### config.mk
export PLATFORM = sky130hd
export DESIGN_NAME = lkv_lane
export DESIGN_NICKNAME = d
export VERILOG_FILES = /design/src/lkv_pkg.sv /design/src/lkv_lane.sv
export SDC_FILE = /design/constraint.sdc
export NUM_CORES = 1
export LEC_CHECK = 0
export BUFFER_PORTS_ARGS = -buffer_cell sky130_fd_sc_hd__buf_2
export CAP_MARGIN = 20
export CORE_MARGIN = 1
export CORE_UTILIZATION = 35
export CTS_BUF_LIST = sky130_fd_sc_hd__clkbuf_4 sky130_fd_sc_hd__clkbuf_8
export DETAILED_ROUTE_END_ITERATION = 8
export PLACE_DENSITY = 0.64
export SLEW_MARGIN = 20
export SYNTH_ARGS = -nofsm -noshare
export SYNTH_HDL_FRONTEND = slang
export SYNTH_SLANG_ARGS = --single-unit
### constraint.sdc
create_clock -name i_clk -period 2.15 [get_ports i_clk]
set_input_delay 0.43 -clock i_clk [delete_from_list [all_inputs] [get_ports i_clk]]
set_output_delay 0.43 -clock i_clk [all_outputs]
set_load 0.02 [all_outputs]
### src/lkv_pkg.sv
// shared types and constants for the lru key/value cache
// no dependencies; used by lkv_lane and lru_key_value_cache_unit
package lkv_pkg;

    localparam int unsigned LKV_ENTRIES_DEF = 64;
    localparam int unsigned KEY_W           = 32;
    localparam int unsigned VAL_W           = 32;

    typedef enum logic [0:0] {
        OP_GET = 1'b0,
        OP_SET = 1'b1
    } t_op;

    typedef struct packed {
        t_op              op;
        logic [KEY_W-1:0] key;
        logic [VAL_W-1:0] write_value;
    } t_req;

    typedef struct packed {
        logic             hit;
        logic [VAL_W-1:0] read_value;
        logic             evicted;
        logic [KEY_W-1:0] evicted_key;
    } t_rsp;

    // per-access update control broadcast to every lane
    typedef struct packed {
        logic update;     // state changes this cycle
        logic age_all;    // fill: every valid lane ages
        logic write_key;  // selected lane takes the new key
        logic write_val;  // selected lane takes the new value
    } t_lane_ctrl;

endpackage

### src/lkv_lane.sv
// one cache slot: key, value, valid mark and age rank with its own compare
// depends on lkv_pkg
module lkv_lane
    import lkv_pkg::*;
#(
    parameter int unsigned RANK_W = $clog2(LKV_ENTRIES_DEF)
) (
    input  logic              i_clk,
    input  logic              i_rst_n,
    input  t_lane_ctrl        i_ctrl,
    input  logic              i_sel,
    input  logic [RANK_W-1:0] i_sel_rank,
    input  logic [KEY_W-1:0]  i_key,
    input  logic [VAL_W-1:0]  i_value,
    output logic              o_match,
    output logic              o_valid,
    output logic [RANK_W-1:0] o_rank,
    output logic [KEY_W-1:0]  o_key,
    output logic [VAL_W-1:0]  o_value
);

    logic              r_valid;
    logic [RANK_W-1:0] r_rank;
    logic [KEY_W-1:0]  r_key;
    logic [VAL_W-1:0]  r_value;
    logic              ages;

    assign o_match = r_valid && (r_key == i_key);
    assign o_valid = r_valid;
    assign o_rank  = r_rank;
    assign o_key   = r_key;
    assign o_value = r_value;

    // younger than the promoted slot, or every slot on a fill
    assign ages = r_valid && !i_sel && (i_ctrl.age_all || (r_rank < i_sel_rank));

    always_ff @(posedge i_clk) begin
        if (!i_rst_n) begin
            r_valid <= 1'b0;
            r_rank  <= '0;
        end else if (i_ctrl.update) begin
            if (i_sel) begin
                r_valid <= 1'b1;
                r_rank  <= '0;
            end else if (ages) begin
                r_rank  <= r_rank + RANK_W'(1);
            end
        end
    end

    always_ff @(posedge i_clk) begin
        if (i_ctrl.update && i_sel && i_ctrl.write_key) begin
            r_key <= i_key;
        end
        if (i_ctrl.update && i_sel && i_ctrl.write_val) begin
            r_value <= i_value;
        end
    end

endmodule
==> flow_summary.ini, run 1 <==
[synthesis]
synth_area_sq_um = 2870
yosys_warnings = 0
synth-xor-area-share = 0.0976
synth-simple-area-share = 0.0954
synth_top_family_by_area = XOR/XNOR gates
synth_common_cells = edfxtp_1, xnor2_1, nand4_1
synth_top_area_cell = edfxtp_1
synth-seq-cells = 71
seq_area_frac_synth = 0.718
synth-edff-count = 64
synth.most_common_cell = edfxtp_1
synth_cell_type_count = 33
syn_nets = 263
synth-compound-area-share = 0.0484
synth_cells = 180
async_flop_share = 0
synth_mux_area_frac = 0
syn_area_per_cell_sq_um = 16.0
synth_top_area_frac = 0.669
synth_fa_ha_area_frac = 0.0261
netlist_top_cells_area = edfxtp_1, xnor2_1, dfxtp_1
synth_flop_cell = edfxtp_1

[clocking]
clk_latency_ns = 0.34
hold_buffers = 0
cts_buffer_depth = 2
clk_pin_slew_worst_paths_ns = 0.08
clock_sinks = 71
cts_root_buf = clkbuf_8
numCtsBuffers = 9
h-tree-depth = 3
cts_setup_buffers = 0
cts_tree = done

[sta]
timing.fmax_mhz = 430
period_needed_ns = 2.32
skew_ns = 0.000531
finalMaxSlewViolations = 0
slew_headroom = 0.713
layout_worst_path_cycle_share = 1.08
fin_ws_ns = -0.174
setup_viol = 1
rsz0062_at_grt = yes
tightest_slew_ns = 0.431
hold_viol = 0

[power]
vdd_ir_drop_max_v = 0.000240
p_total_mw = 2.98
cellPowerDensity_nw_per_um2 = 751
p_leak_nw = 1.64

[final_layout]
drive_gt1_frac = 0.504
nNetsFinal = 423
antenna_cells = 0
fin_area_sq_um = 3960
final_cells = 447
area_delta_synth_final_pct = 38.0

[grt]
grt_max_degree = 33
gr-usage-met1 = 0.186
grt_pass1_vias = 1911
grt.busiest_layer = met2
antenna_found_initial = 0
use_met3 = 0.0427
grt.overflow.total = 0
grt_pass1_wl_um = 9560
grt_usage = 0.151
use_met2 = 0.239

[critical_path]
max_stage_delay_ns = 0.41
path_cells = xnor2_1 > nand4_1 > nor4_2 > nand4_1 > nor4_2 > buf_2
cp.required_ns = 1.72
critical_path_class = flip-flop to output port
timing.rr.start = o_rank[5]
critical_path_cell_count = 6
worst_r2r_path_depth = 6
path_delay_family = simple AND/OR/NAND/NOR gates
arrival_ns = 1.89
critPathCaptureType = output port
worstPathBufferInverterCount = 1
crit_end = o_match
r2r_slack_ns = 0.45
worstSetupStartpoint = o_key[20]
timing.rr.end = o_rank[4]
worst-path-max-fanout = 2
cp_slowest_cell = edfxtp_1
worstSetupStartpointType = flip-flop

[drt]
detail-route-antenna-nets = 0
wire_per_inst_um = 14.5
drt-pass1-iter-count = 4
first_iter_violations = 53
vias = 2074
drc = 0
routed_wl_um = 6470
viasPerCell = 4.64

[run_status]
violations = negative setup slack
outcome = complete, but fails checks

[placement]
placed_cell_area_sq_um = 3760
dp_hpwl_um = 4770
place_ws_ns = -0.135
gp_congestion = 0.785
place_inst = 431
io_buffers = 148

[die]
core_sq_um = 7850
pin_count = 149
die_w_um = 92.6
die-area_sq_um = 8570
rows = 32
chipHeight_um = 92.6
start_util = 0.366

[min_path]
hold_path.class = input pin to flip-flop

[flow_run]
max-cap-violations = 0
timing repair:
| item | CTS | global route |
|---|---|---|
| gates resized for setup | 1 | 0 |
| pin swaps | 4 | 0 |
| setup endpoints to repair | 1 | 1 |
per-layer routing:
metal | vias to the layer above | wire (um)
met1 | 981 | 2770
met3 | 10 | 382
met2 | 77 | 3190
met4 | 0 | 129
li1 | 1006 | -
met5 | - | 0
worst min path at each step:
stage	startpoint	to	slack, ns	cells after the start
global placement	o_rank[5]	o_rank[5]	0.55	2
global route	i_value[3]	o_value[3]	0.23	1
detailed placement	o_rank[5]	o_rank[5]	0.55	2
CTS	i_value[25]	o_value[25]	0.23	1
floorplan	i_key[0]	o_key[0]	0.53	0
finish	i_value[27]	o_value[27]	0.25	1
cell families after synthesis:
kind of cell,count (synthesis)
xor gates and xnor gates,32
DFF,71
buffers and inverters,11
adders and majority gates,6
and+or+nand+nor,42
AOI/OAI and AO/OA,18
stage by stage:
| step | hold slack (ns) | util | TNS [ns] |
|---|---|---|---|
| detailed placement | 0.545 | 0.479 | -0.135 |
| global route | 0.227 | 0.505 | -0.338 |
| finish | 0.253 | 0.505 | -0.174 |
| global placement | 0.548 | 0.479 | -0.138 |
| CTS | 0.234 | 0.505 | -0.234 |
| floorplan | 0.529 | - | 0 |
flip-flops by register name (all words and copies together) (netlist names):
| signal | count |
|---|---|
| o_key | 32 |
| o_rank | 6 |
| o_value | 32 |
| o_valid | 1 |
cell usage in the layout (no fill, tap or decap), types with 2 or more instances in the layout:
master / n
inv_1: 8
edfxtp_1: 64
nor3_1: 3
ha_1: 6
nand2b_1: 2
clkbuf_8: 9
and3_1: 4
xor2_1: 4
clkinv_4: 2
a21oi_1: 4
buf_2: 148
buf_4: 4
a21o_1: 2
nand4_1: 11
nor4_2: 2
nand3b_1: 7
xnor2_1: 28
nand2_1: 2
nor2_1: 2
a31o_1: 2
nand3_1: 3
dfxtp_1: 7
a31oi_1: 4
layout make-up:
class	instances	area, sq um
Tap cell	102	128
Sequential cell	71	2060
Timing Repair Buffer	152	771
Fill cell	717	3890
Clock buffer	9	124
Inverter	8	30.0
Multi-Input combinational cell	98	774
Clock inverter	7	72.6
report_power, final:
group | internal [mW] | leakage, nW | switching (mW) | total (mW)
combinational | 0.138 | 0.899 | 0.190 | 0.328
sequential | 1.57 | 0.644 | 0.0267 | 1.60
clock | 0.537 | 0.0972 | 0.514 | 1.05
total | 2.25 | 1.64 | 0.730 | 2.98
No activity file was read; power rests on OpenSTA's default activity.
==> run 2, diff against run 1 <==
--- a/config.mk
+++ b/config.mk
@@ -11,7 +11,7 @@
 export CORE_UTILIZATION = 35
 export CTS_BUF_LIST = sky130_fd_sc_hd__clkbuf_4 sky130_fd_sc_hd__clkbuf_8
 export DETAILED_ROUTE_END_ITERATION = 8
-export PLACE_DENSITY = 0.64
+export PLACE_DENSITY = 0.69
 export SLEW_MARGIN = 20
 export SYNTH_ARGS = -nofsm -noshare
 export SYNTH_HDL_FRONTEND = slang
==> run 2 against run 1 <==
The run still ends with negative setup slack left. Critical path depth stayed put. Total power is 4.8% higher. Via count is 1.8% lower. Routed wire length is 6.4% lower.
==> flow_summary.ini, run 2 (synthesis gave the netlist of run 1 again) <==
[grt]
grt_pass1_vias = 1972
grt_pass1_wl_um = 9410
grt_max_degree = 33
grt_usage = 0.145
antenna_found_initial = 0
grt.overflow.total = 0

[placement]
io_buffers = 148
gp_congestion = 0.794
dp_hpwl_um = 4570
placed_cell_area_sq_um = 3760

[power]
intPower_mw = 2.38
combinationalPowerShare = 0.105
p_total_mw = 3.12
vdd_ir_drop_max_v = 0.000390
p_leak_nw = 1.66
switching_share = 0.237
switching_power_mw = 0.739
clock_power_share = 0.383
cellPowerDensity_nw_per_um2 = 781
p_seq_frac = 0.512

[die]
core_sq_um = 7850
die-area_sq_um = 8570
rows = 32
pin_count = 149
chipHeight_um = 92.6
start_util = 0.366
die_w_um = 92.6

[critical_path]
max_stage_delay_ns = 0.42
cp_slowest_cell = edfxtp_1
worst-path-max-fanout = 2
worstPathBufferInverterCount = 1
critical_path_class = flip-flop to output port
critPathCaptureType = output port
cp.required_ns = 1.72
arrival_ns = 1.87
worstSetupStartpointType = flip-flop
path_cells = xnor2_1 > nand4_1 > nor4_2 > nand4_1 > nor4_2 > buf_4
path_delay_family = simple AND/OR/NAND/NOR gates

[clocking]
cts_root_buf = clkbuf_8
clk_pin_slew_worst_paths_ns = 0.08
numCtsBuffers = 9
clock_sinks = 71
clk_latency_ns = 0.34
cts_setup_buffers = 0
cts_buffer_depth = 2
cts_tree = done
h-tree-depth = 3

[sta]
skew_ns = 0.00504
holdWs_ns = 0.260
finalMaxSlewViolations = 0
layout_worst_path_cycle_share = 1.07
finalSetupTns_ns = -0.153
rsz0062_at_grt = yes
fin_ws_ns = -0.153
tightest_slew_ns = 0.417
setup_viol = 1
period_needed_ns = 2.30
timing.fmax_mhz = 434
hold_viol = 0
slew_headroom = 0.722

[drt]
viasPerCell = 4.56
drc = 0
first_iter_violations = 53
vias = 2037
detail-route-antenna-nets = 0
routed_wl_um = 6060
wire_per_inst_um = 13.6
drt-pass1-iter-count = 4

[min_path]
hold_path.class = input pin to flip-flop

[final_layout]
area_delta_synth_final_pct = 39.1
fin_area_sq_um = 3990
layout_common_cells = buf_2, edfxtp_1, xnor2_1
drive_gt1_frac = 0.507
nFillCells = 717
nNetsFinal = 423
antenna_cells = 0
final_common_cell = buf_2

[run_status]
outcome = complete, but fails checks
violations = negative setup slack

[flow_run]
max-cap-violations = 0
[run 2: cell types whose count changed in the layout (fill, tap and decap cells not counted), sizes merged]
| cell | delta |
|---|---|
| bufinv | +1 |
| inv | +2 |
| clkinv | -2 |
| clkinvlp | -1 |
[run 2: through the flow]
| stage | util | std cells | setup WS (ns) |
|---|---|---|---|
| floorplan | - | 180 | 0.0403 |
| global placement | 0.479 | 431 | -0.0783 |
| detailed placement | 0.479 | 431 | -0.109 |
| CTS | 0.509 | 447 | -0.214 |
| global route | 0.509 | 447 | -0.371 |
| finish | 0.509 | 447 | -0.153 |
[run 2: power groups by stage]
stage | sequential, mW | clock [mW] | combinational (mW)
2_1_floorplan | 1.71 | 0 | 0.0926
3_3_place_gp | 1.63 | 0 | 0.324
3_5_place_dp | 1.63 | 0 | 0.329
4_1_cts | 1.60 | 1.23 | 0.331
5_1_grt | 1.60 | 1.30 | 0.354
6_report | 1.60 | 1.19 | 0.327
[run 2: layout make-up]
class | count | area (sq um) | area share
clock buffer | 9 | 124 | 0.0310
sequential | 71 | 2060 | 0.516
inverter | 8 | 30.0 | 0.00752
tap | 102 | 128 | 0.0320
clock inverter | 7 | 103 | 0.0257
timing repair buffer | 152 | 773 | 0.194
multi-input combinational | 98 | 774 | 0.194
[run 2: what timing repair did]
action	4_1_cts	5_1_grt
hold endpoints to repair	0	0
setup endpoints to repair	1	1
resized for setup	2	0
pin swaps	2	2
hold buffers	0	0
[run 2: layer usage]
metal / wire, um / vias up / global-route usage / share of wire
li1: - / 1005 / - / -
met1: 2560 / 936 / 0.182 / 0.42
met2: 2980 / 85 / 0.233 / 0.49
met3: 430 / 11 / 0.0435 / 0.071
met4: 95 / 0 / 0.0625 / 0.016
met5: 0 / - / 0 / 0
[run 2: path summary, 6_finish.rpt]
check / slack (ns) / from / end / cells past startpoint
worst min-delay path: 0.26 / i_value[12] / o_value[12] / 1
worst max register to register: 0.45 / o_rank[3] / o_rank[0] / 6
worst max-delay path: -0.15 / o_key[24] / o_match / 6
worst min register to register: 0.57 / o_rank[5] / o_rank[5] / 2
